File: src/rtl/uartrx_pkg.sv
package uartrx_pkg;

  // receive fifo geometry
  localparam int RX_DEPTH = 16;
  localparam int PTR_W    = (RX_DEPTH > 1) ? $clog2(RX_DEPTH) : 1;
  localparam int CNT_W    = $clog2(RX_DEPTH + 1);
  localparam int SUM_W    = CNT_W + 1;

  // register offsets
  localparam logic [11:0] OFF_LINE  = 12'h000;
  localparam logic [11:0] OFF_UCTL  = 12'h004;
  localparam logic [11:0] OFF_FCTL  = 12'h008;
  localparam logic [11:0] OFF_MCTL  = 12'h00c;
  localparam logic [11:0] OFF_STAT  = 12'h010;
  localparam logic [11:0] OFF_ERR   = 12'h014;
  localparam logic [11:0] OFF_FSTAT = 12'h018;
  localparam logic [11:0] OFF_MSTAT = 12'h01c;
  localparam logic [11:0] OFF_TX    = 12'h020;
  localparam logic [11:0] OFF_RX    = 12'h024;
  localparam logic [11:0] OFF_BAUD  = 12'h028;
  localparam logic [11:0] OFF_SLOT  = 12'h02c;

  localparam logic [31:0] UCON_RESET    = 32'h0000_3000;
  localparam logic [31:0] STAT_BASE     = 32'h0000_0006;
  localparam logic [31:0] FSTAT_FULL    = 32'h0000_0100;
  localparam logic [31:0] FSTAT_MASK    = 32'h0000_01ff;
  localparam logic [31:0] MSTAT_CTS     = 32'h0000_0001;
  localparam logic [31:0] FCON_KEEP     = 32'hffff_fff9;
  localparam logic [1:0]  RX_MODE_IRQ   = 2'b01;
  localparam int          UCON_LOOPBACK = 5;
  localparam int          FCON_CLEAR    = 1;

  typedef enum logic [1:0] {
    KIND_READ  = 2'd0,
    KIND_WRITE = 2'd1,
    KIND_LINE  = 2'd2,
    KIND_IDLE  = 2'd3
  } kind_t;

  typedef struct packed {
    kind_t       kind;
    logic [11:0] address;
    logic [31:0] write_data;
    logic [7:0]  line_byte;
  } in_item_t;

  typedef struct packed {
    logic [31:0] read_data;
    logic        irq;
    logic        tx_valid;
    logic [7:0]  tx_byte;
    logic        rx_dropped;
    logic        rx_space;
  } out_item_t;

  typedef enum logic {
    ST_IDLE,
    ST_EXEC
  } state_t;

  typedef struct packed {
    logic capture;
    logic execute;
  } ctrl_cmd_t;

  typedef struct packed {
    logic out_free;
  } dp_status_t;

endpackage

File: src/rtl/uartrx_ctrl.sv
module uartrx_ctrl
  import uartrx_pkg::*;
(
  input  logic       clk,
  input  logic       rst,
  input  logic       in_valid,
  output logic       in_stall,
  input  dp_status_t status,
  output ctrl_cmd_t  cmd
);

  state_t state;
  state_t state_next;

  always_ff @(posedge clk) begin
    if (rst) begin
      state <= ST_IDLE;
    end else begin
      state <= state_next;
    end
  end

  always_comb begin
    state_next = state;
    unique case (state)
      ST_IDLE: begin
        if (in_valid) begin
          state_next = ST_EXEC;
        end
      end
      ST_EXEC: begin
        if (status.out_free) begin
          state_next = ST_IDLE;
        end
      end
      default: state_next = ST_IDLE;
    endcase
  end

  always_comb begin
    in_stall    = 1'b1;
    cmd.capture = 1'b0;
    cmd.execute = 1'b0;
    unique case (state)
      ST_IDLE: begin
        in_stall    = 1'b0;
        cmd.capture = in_valid;
      end
      ST_EXEC: begin
        cmd.execute = status.out_free;
      end
      default: begin
        in_stall = 1'b1;
      end
    endcase
  end

`ifndef NO_ASSERTIONS
  // a captured item is worked on before the next one is taken
  a_capture_then_stall: assert property (@(posedge clk) disable iff (rst)
    cmd.capture |=> in_stall)
    else $error("input taken again right after a capture");

  // capture and execute are never issued together
  a_cmd_exclusive: assert property (@(posedge clk) disable iff (rst)
    !(cmd.capture && cmd.execute))
    else $error("capture and execute in the same cycle");

  // a blocked result keeps the item in execution
  a_exec_waits: assert property (@(posedge clk) disable iff (rst)
    (state == ST_EXEC && !status.out_free) |=> (state == ST_EXEC && in_stall))
    else $error("item left execution while output was blocked");
`endif

endmodule

File: src/rtl/uartrx_dp.sv
module uartrx_dp
  import uartrx_pkg::*;
(
  input  logic       clk,
  input  logic       rst,
  input  in_item_t   in_data,
  input  ctrl_cmd_t  cmd,
  output dp_status_t status,
  output logic       out_valid,
  input  logic       out_stall,
  output out_item_t  out_data
);

  logic [31:0] line_control;
  logic [31:0] uart_control;
  logic [31:0] fifo_control;
  logic [31:0] modem_control;
  logic [31:0] baud_divisor;
  logic [31:0] divisor_slot;

  logic [7:0]       rx_store [RX_DEPTH];
  logic [7:0]       rd_byte;
  logic [PTR_W-1:0] rx_head;
  logic [CNT_W-1:0] rx_count;

  in_item_t item;

  logic             is_read, is_write, is_line;
  logic             fifo_full, fifo_empty;
  logic             push_req, push_ok, pop, clear;
  logic [7:0]       push_byte;
  logic [SUM_W-1:0] wr_sum;
  logic [SUM_W-1:0] wr_slot;
  logic [PTR_W-1:0] rx_head_next;
  logic [CNT_W-1:0] rx_count_next;
  logic [31:0]      uart_control_next;
  logic [31:0]      read_value;
  out_item_t        result;

  always_ff @(posedge clk) begin
    if (cmd.capture) begin
      item    <= in_data;
      rd_byte <= rx_store[rx_head];
    end
  end

  assign is_read    = (item.kind == KIND_READ);
  assign is_write   = (item.kind == KIND_WRITE);
  assign is_line    = (item.kind == KIND_LINE);
  assign fifo_full  = (rx_count == CNT_W'(RX_DEPTH));
  assign fifo_empty = (rx_count == '0);

  assign push_req  = is_line ||
                     (is_write && item.address == OFF_TX && uart_control[UCON_LOOPBACK]);
  assign push_ok   = push_req && !fifo_full;
  assign push_byte = is_line ? item.line_byte : item.write_data[7:0];
  assign pop       = is_read && item.address == OFF_RX && !fifo_empty;
  assign clear     = is_write && item.address == OFF_FCTL && item.write_data[FCON_CLEAR];

  // tail slot, wrapped once
  assign wr_sum  = SUM_W'(rx_head) + SUM_W'(rx_count);
  assign wr_slot = (wr_sum >= SUM_W'(RX_DEPTH)) ? wr_sum - SUM_W'(RX_DEPTH) : wr_sum;

  always_comb begin
    rx_head_next  = rx_head;
    rx_count_next = rx_count;
    priority if (clear) begin
      rx_head_next  = '0;
      rx_count_next = '0;
    end else if (push_ok) begin
      rx_count_next = rx_count + CNT_W'(1);
    end else if (pop) begin
      rx_count_next = rx_count - CNT_W'(1);
      rx_head_next  = (rx_head == PTR_W'(RX_DEPTH - 1)) ? '0 : rx_head + PTR_W'(1);
    end
  end

  assign uart_control_next = (is_write && item.address == OFF_UCTL) ? item.write_data
                                                                     : uart_control;

  always_comb begin
    unique case (item.address)
      OFF_LINE:  read_value = line_control;
      OFF_UCTL:  read_value = uart_control;
      OFF_FCTL:  read_value = fifo_control;
      OFF_MCTL:  read_value = modem_control;
      OFF_STAT:  read_value = STAT_BASE | {31'd0, !fifo_empty};
      OFF_FSTAT: read_value = (fifo_full ? FSTAT_FULL : 32'(rx_count)) & FSTAT_MASK;
      OFF_MSTAT: read_value = MSTAT_CTS;
      OFF_RX:    read_value = fifo_empty ? 32'd0 : {24'd0, rd_byte};
      OFF_BAUD:  read_value = baud_divisor;
      OFF_SLOT:  read_value = divisor_slot;
      default:   read_value = 32'd0;
    endcase
  end

  always_comb begin
    result.read_data  = is_read ? read_value : 32'd0;
    result.irq        = (rx_count_next != '0) && (uart_control_next[1:0] == RX_MODE_IRQ);
    result.tx_valid   = is_write && item.address == OFF_TX && !uart_control[UCON_LOOPBACK];
    result.tx_byte    = result.tx_valid ? item.write_data[7:0] : 8'd0;
    result.rx_dropped = push_req && fifo_full;
    result.rx_space   = (rx_count_next < CNT_W'(RX_DEPTH));
  end

  always_ff @(posedge clk) begin
    if (cmd.execute && push_ok) begin
      rx_store[wr_slot[PTR_W-1:0]] <= push_byte;
    end
  end

  always_ff @(posedge clk) begin
    if (rst) begin
      line_control  <= '0;
      uart_control  <= UCON_RESET;
      fifo_control  <= '0;
      modem_control <= '0;
      baud_divisor  <= '0;
      divisor_slot  <= '0;
      rx_head       <= '0;
      rx_count      <= '0;
    end else if (cmd.execute) begin
      rx_head      <= rx_head_next;
      rx_count     <= rx_count_next;
      uart_control <= uart_control_next;
      if (is_write) begin
        unique case (item.address)
          OFF_LINE: line_control  <= item.write_data;
          OFF_FCTL: fifo_control  <= item.write_data & FCON_KEEP;
          OFF_MCTL: modem_control <= item.write_data;
          OFF_BAUD: baud_divisor  <= item.write_data;
          OFF_SLOT: divisor_slot  <= item.write_data;
          default: ;
        endcase
      end
    end
  end

  // result register
  assign status.out_free = !out_valid || !out_stall;

  always_ff @(posedge clk) begin
    if (rst) begin
      out_valid <= 1'b0;
    end else if (cmd.execute) begin
      out_valid <= 1'b1;
    end else if (!out_stall) begin
      out_valid <= 1'b0;
    end
  end

  always_ff @(posedge clk) begin
    if (cmd.execute) begin
      out_data <= result;
    end
  end

endmodule

File: src/rtl/uart_rx_fifo_register_block.sv
// uart register file with a receive fifo
//
// in channel: in_valid / in_stall / in_data. one transaction is a bus read,
// a bus write or a byte received from the line; in_data.kind selects which.
// out channel: out_valid / out_stall / out_data. every input transaction
// yields exactly one result transaction carrying read data, the irq level,
// the transmit byte, the drop flag and the fifo space flag.
//
// a transaction taken from the in channel is captured into the item register,
// and the fifo head is read from the registered store read port at the same
// time; once the result register is free it is decoded, applied to the registers
// and loaded into the result register. a new one is taken only after that.
//
// reset (rst, synchronous): control registers go to their reset values
// (uart_control 0x3000, the rest zero) and the fifo becomes empty.
// when the receiver stalls, the result register holds its transaction and
// one more input transaction is still taken; it then waits in execution
// until the result register frees up.
module uart_rx_fifo_register_block
  import uartrx_pkg::*;
(
  input  logic      clk,
  input  logic      rst,
  input  logic      in_valid,
  output logic      in_stall,
  input  in_item_t  in_data,
  output logic      out_valid,
  input  logic      out_stall,
  output out_item_t out_data
);

  ctrl_cmd_t  cmd;
  dp_status_t status;

  // sequencer: capture, then execute once the result register is free
  uartrx_ctrl u_ctrl (
    .clk      (clk),
    .rst      (rst),
    .in_valid (in_valid),
    .in_stall (in_stall),
    .status   (status),
    .cmd      (cmd)
  );

  // register file, receive fifo and result register
  uartrx_dp u_dp (
    .clk       (clk),
    .rst       (rst),
    .in_data   (in_data),
    .cmd       (cmd),
    .status    (status),
    .out_valid (out_valid),
    .out_stall (out_stall),
    .out_data  (out_data)
  );

endmodule

File: config.mk
export PLATFORM = sky130hd
export DESIGN_NAME = uart_rx_fifo_register_block
export DESIGN_NICKNAME = d
export VERILOG_FILES = /design/src/rtl/uartrx_pkg.sv /design/src/rtl/uartrx_ctrl.sv /design/src/rtl/uartrx_dp.sv /design/src/rtl/uart_rx_fifo_register_block.sv
export SDC_FILE = /design/constraint.sdc
export NUM_CORES = 1
export LEC_CHECK = 0
export ABC_AREA = 1
export BUFFER_PORTS_ARGS = -buffer_cell sky130_fd_sc_hd__buf_2
export CAP_MARGIN = 30
export CORE_ASPECT_RATIO = 0.5
export CORE_MARGIN = 10
export CORE_UTILIZATION = 62
export CTS_CLUSTER_SIZE = 28
export DETAILED_ROUTE_END_ITERATION = 10
export GPL_ROUTABILITY_DRIVEN = 1
export PLACE_DENSITY = 0.81
export SLEW_MARGIN = 40
export SYNTH_ARGS = -nofsm -noshare
export SYNTH_HDL_FRONTEND = slang
export SYNTH_SLANG_ARGS = --single-unit
File: constraint.sdc
create_clock -name clk -period 6.15 [get_ports clk]
set_input_delay 1.23 -clock clk [delete_from_list [all_inputs] [get_ports clk]]
set_output_delay 1.23 -clock clk [all_outputs]
set_load 0.1 [all_outputs]
## Word level (Yosys, flattened, before mapping)

Memory sizes are Yosys's and may differ from the RTL's. A register that Yosys moved wholly into a read port is not among the register bits.
Index checks and enable logic that the tools add are counted.
Widths: inputs -> output; s select.

- Logic and storage cells: 101
- Memories: 1
- RAM bits: 128
- Output and inout bits: 46
- Input bits: 58
- Register bits: 299

Memories:

| name | depth | width | rd ports | clocked after Yosys merged registers in | wr ports | line | RTL |
|---|---|---|---|---|---|---|---|
| u_dp.rx_store | 16 | 8 | 1 | 1 | 1 | uartrx_dp.sv:21 | `logic [7:0] rx_store [RX_DEPTH];` |

- Muxes and demuxes: 23
- Order comparisons: 2
- Bitwise logic cells: 1
- Reductions and logical operators: 31
- Add/sub/neg operators: 5
- Equal/unequal tests: 17

Operators with widths:

| kind | number |
|---|---|
| $pmux 32 s10 | 1 |
| $eq 12x6->1 const B | 4 |
| $eq 12x5->1 const B | 3 |
| $eq 12x4->1 const B | 2 |
| $mux 4 | 5 |
| $reduce_and 3->1 | 6 |
| $mux 8 | 2 |
| $mux 5 | 3 |
| $eq 12x3->1 const B | 1 |
| $logic_and 1x1->1 | 12 |
| $logic_not 12->1 | 1 |
| $mux 1 | 9 |
| $mux 9 | 1 |
| $add 4x5->6 | 1 |
| $ge 6x5->1 const B | 1 |
| $add 5x1->5 const B | 1 |
| $eq 5x5->1 const B | 1 |
| $logic_not 1->1 | 5 |
| $logic_not 5->1 | 1 |
| $lt 5x5->1 const B | 1 |
| $reduce_bool 5->1 | 1 |
| $sub 5x1->5 const B | 1 |
| $add 4x1->4 const B | 1 |
| $eq 2x1->1 const B | 2 |
| other kinds (12) | 13 |

## Depth between registers and ports, before layout

- Depth in word-level cells: 9
- Depth in mapped cells: 13
- Mapped depth without buffers: 13

## Modules after synthesis

From an unflattened synthesis, not the netlist that was laid out.

- Cells, all modules: 1719
- Area, all modules: 17456.7 um2

By module, submodules not included:

| module | cells each | instances | sequential area each (um2) | area an instance (um2) |
|---|---|---|---|---|
| uartrx_dp | 1710 | 1 | 11030.6 | 17404.2 |
| uartrx_ctrl | 9 | 1 | 20.0 | 52.6 |

## Worst setup path before layout

OpenSTA, ideal clock, no wires.

- Path kind: input port to flip-flop
- From: input in_valid
- To: register u_dp.item[0] (netlist name) (enable)
- Slack: 1.777 ns
- Buffers on the path: 0
- Library setup time: 0.484 ns
- Arrival: 3.889 ns
- Data required time: 5.666 ns
- Stages on the path: 2
- Cells stage by stage: inv_1 nor2_1

RTL lines:

| element | line | RTL |
|---|---|---|
| start: declaration | uart_rx_fifo_register_block.sv:24 | `input logic in_valid,` |
| end signal: assignment | uartrx_dp.sv:42 | `item <= in_data;` |
| end: declaration | uartrx_dp.sv:26 | `in_item_t item;` |

## Worst setup path in the final report

- From: register u_dp.rx_head[0]
- To: memory u_dp.rx_store[3][7] (enable)

- Cells in the longest elaborated chain, start to end: 3
- Elaborated cells on any way between the ends: 4
- Those cells by class: add/sub: 2; order compare: 1; mux: 1

RTL lines:

| element | line | RTL |
|---|---|---|
| start: declaration | uartrx_dp.sv:23 | `logic [PTR_W-1:0] rx_head;` |
| start signal: assignment | uartrx_dp.sv:123 | `rx_head <= rx_head_next;` |
| $add 4x5->6 * | uartrx_dp.sv:61 | `assign wr_sum = SUM_W'(rx_head) + SUM_W'(rx_count);` |
| $ge 6x5->1 or $sub 4x1->4 (tied branches) | uartrx_dp.sv:62 | `assign wr_slot = (wr_sum >= SUM_W'(RX_DEPTH)) ? wr_sum - SUM_W'(RX_DEPTH) : wr_sum;` |
| $mux 4 * | uartrx_dp.sv:62 |  |
| end: declaration | uartrx_dp.sv:21 |  |

Every way passes the cells marked *; elsewhere a longest branch is shown, timed or not.

==> impl_results.md <==
- Initial antenna violation count: 0
- Synthesized area: 0.01786 mm2
- Final std cells w/o fill: ~2200
- Post-synth ARST share: 0%
- 1st-iter DRT viols: 1358
- Post-CTS sizing: 0
- Seq cells post-synth: 435
- Total track usage: 22.09%
- Router iterations before antenna repair: 5
- Number of enable flip-flop cells after synthesis: 234
- Peak VDD IR: around 230 uV
- Area of the multi-input gates: 0.005570 mm2
- CTS buffer count: 37
- Max FO, Critical Path: 43
- Final setup viols: 0
- Area taken by flip-flops and latches: 0.01105 mm2
- # clock sinks: 435
- Placed cells: between 2000 and 2500
- Synth top cells by count: 234 x edfxtp_1, 201 x dfxtp_1, 198 x o21ai_0
- Period minus WS final: 3.238 ns
- Post-DRT Antenna Nets: 0
- Synth warn: 0
- Synth area leaders: edfxtp_1 39%, dfxtp_1 23%, o21ai_0 5.5%
- Gpl congestion: between 0.8 and 0.9
- Die Area: about 0.036 mm2
- FMAX: around 0.31 GHz
- H-tree Lvls: 2
- I/O Buffers: 103
- Setup TNS: 0 ns
- Die X: 260.1 um
- Synth Area per Inst: ~10 um2
- Pleak: 6.943 nW
- Largest net degree at the start of global routing: 121
- Root Driver: clkbuf_16
- Count of final hold-check violations: 0
- Top-area cell type share of the netlist area: between 30% and 40%
- Arr. time, crit path: around 3.4 ns
- # DRC: 0
- Post-synth top flop: edfxtp_1
- Clk Latency, worst-skew pair: 0.54 ns
- Wire length per cell: 18.99 um
- First-pass GRT wire length: around 66000 um
- Critical Path Source Type: register
- Final-layout fill cell count: 1917
- Core Box Area: 0.02803 mm2
- Status: completed
- Routed vias: 12840
- Worst-case clock buffer depth: 3
- Syn_nets: 1786
- Netlist cell types: 48
- CTS tree: done
- Area leader, netlist: edfxtp_1
- Die height: 140.0 um
- Worst Tran Pin Value: 0.8151 ns
- Hold buffers post-CTS: 0
- Final HPWL DP: 25340 um
- Hold WC Path Type: reg -> reg
- # nets final: 1848
- Fin crit share: a little over half
- Clk pin slew, worst setup/hold paths: 0.07 ns
- Via density: roughly 5.9
- Final core utilization: 70.83%
- Post-synthesis sequential area ratio: 61.86%
- Setup Skew: 0.02783 ns
- Worst Path Class, Setup: reg -> reg
- Pwr Density: around 300 mW/mm2
- Worst Path Required: between 6 and 7 ns
- WL final: about 42000 um
- Setup Buffers After CTS: 0
- FP Rows: 43
- Num ports: 104
- Pwr Total: 5.925 mW
- Ant. Diodes: 0
- Final slew viol count: 0
- CP Capture Type: register
- Total gr overflow: 0
- Max-cap violation count: 0
- Share of cells above drive strength 1: 16.62%
- Unrepaired setup endpoints after global routing: no
- Most instantiated library cell after synthesis: edfxtp_1
- Layout Area Growth over Synthesis: 11.14%
- Normalized max-slew margin: 45.66%
- Number of global-route vias before repair: 12410
- Starting density of the core: between 60% and 70%
- Synth Instances: 1720
## critical path, stage by stage (launching register included)
cell     delay, ns
dfxtp_2       0.32
buf_4         0.23
buf_12        0.23
ha_1          0.24
fa_1          0.43
xnor2_1       0.51
nand2_1       0.26
nor3_2        0.62
## cells in the final DEF (no fill, tap or decap), drive strengths merged, types with 16 or more instances in the layout
| cell | Yosys | layout |
|---|---|---|
| a21oi | 212 | 212 |
| o221ai | 24 | 24 |
| buf | 44 | 122 |
| inv | 213 | 214 |
| dfxtp | 201 | 201 |
| edfxtp | 234 | 234 |
| o22ai | 45 | 45 |
| mux2i | 23 | 23 |
| clkbuf | 55 | 48 |
| a211oi | 39 | 39 |
| nand3 | 46 | 46 |
| nand2 | 100 | 100 |
| nor2 | 201 | 201 |
| clkinv | 2 | 16 |
| o21ai | 210 | 210 |
## state kept, by name, indices dropped and copies added (netlist names), 4 cells and up
signal / count
u_dp.baud_divisor: 32
u_dp.line_control: 32
u_dp.uart_control: 32
u_dp.modem_control: 32
u_dp.item: 54
u_dp.rx_count: 5
u_dp.rx_head: 4
u_dp.out_data: 44
u_dp.fifo_control: 30
u_dp.divisor_slot: 32
u_dp.rx_store: 128
u_dp.rd_byte: 8
## stage by stage
stage | setup WS (ns) | instance area [um2] | hold slack (ns)
finish | 2.912 | 19850 | 0.4451
global route | 2.804 | 19850 | 0.4594
CTS | 2.890 | 19820 | 0.4471
detailed placement | 2.715 | 18570 | 0.4368
global placement | 2.172 | 18540 | 0.4324
floorplan | 1.777 | 17860 | 0.4236
## final cells by class
class	count	share of cell area, %
multi-input cells	971	28.06
inverters	215	4.109
well taps	382	2.407
clock buffers	48	5.287
flip-flops and latches	435	55.67
repair buffers	122	3.428
clock inverters	20	1.040
## cell families (layout without fill, tap and decap cells)
kind of cell	after synthesis	after routing	synth area share, %
flops	435	435	61.86
buf+inv	314	405	7.165
compound gates	567	567	19.07
fa+ha+maj	8	8	0.6023
xor+xnor	8	8	0.3923
simple gates	365	365	9.617
mux	23	23	1.289
## final timing paths
| path | end | slack [ns] | cells after the start | from |
|---|---|---|---|---|
| setup / recovery | u_dp.rx_store[3][7] | 2.91 | 7 | u_dp.rx_head[0] |
| setup reg to reg | u_dp.rx_store[3][7] | 2.91 | 7 | u_dp.rx_head[0] |
| hold / removal | u_dp.baud_divisor[16] | 0.45 | 2 | u_dp.baud_divisor[16] |
| hold reg to reg | u_dp.baud_divisor[16] | 0.45 | 2 | u_dp.baud_divisor[16] |
## metal layers
layer	up-vias	wire length [um]	global-route usage (%)
met5	-	0	0
met4	0	915	6.634
met3	82	3330	4.429
met2	531	20310	36.86
met1	6091	17090	28.69
li1	6139	-	-
## report_power, final
group | leakage [nW] | total (mW) | switching (mW) | internal, mW
combinational | 2.54 | 0.333 | 0.273 | 0.0593
sequential | 3.78 | 3.16 | 0.0360 | 3.12
clock | 0.623 | 2.44 | 1.05 | 1.38
Note: power is estimated with default switching activity, not from simulation.
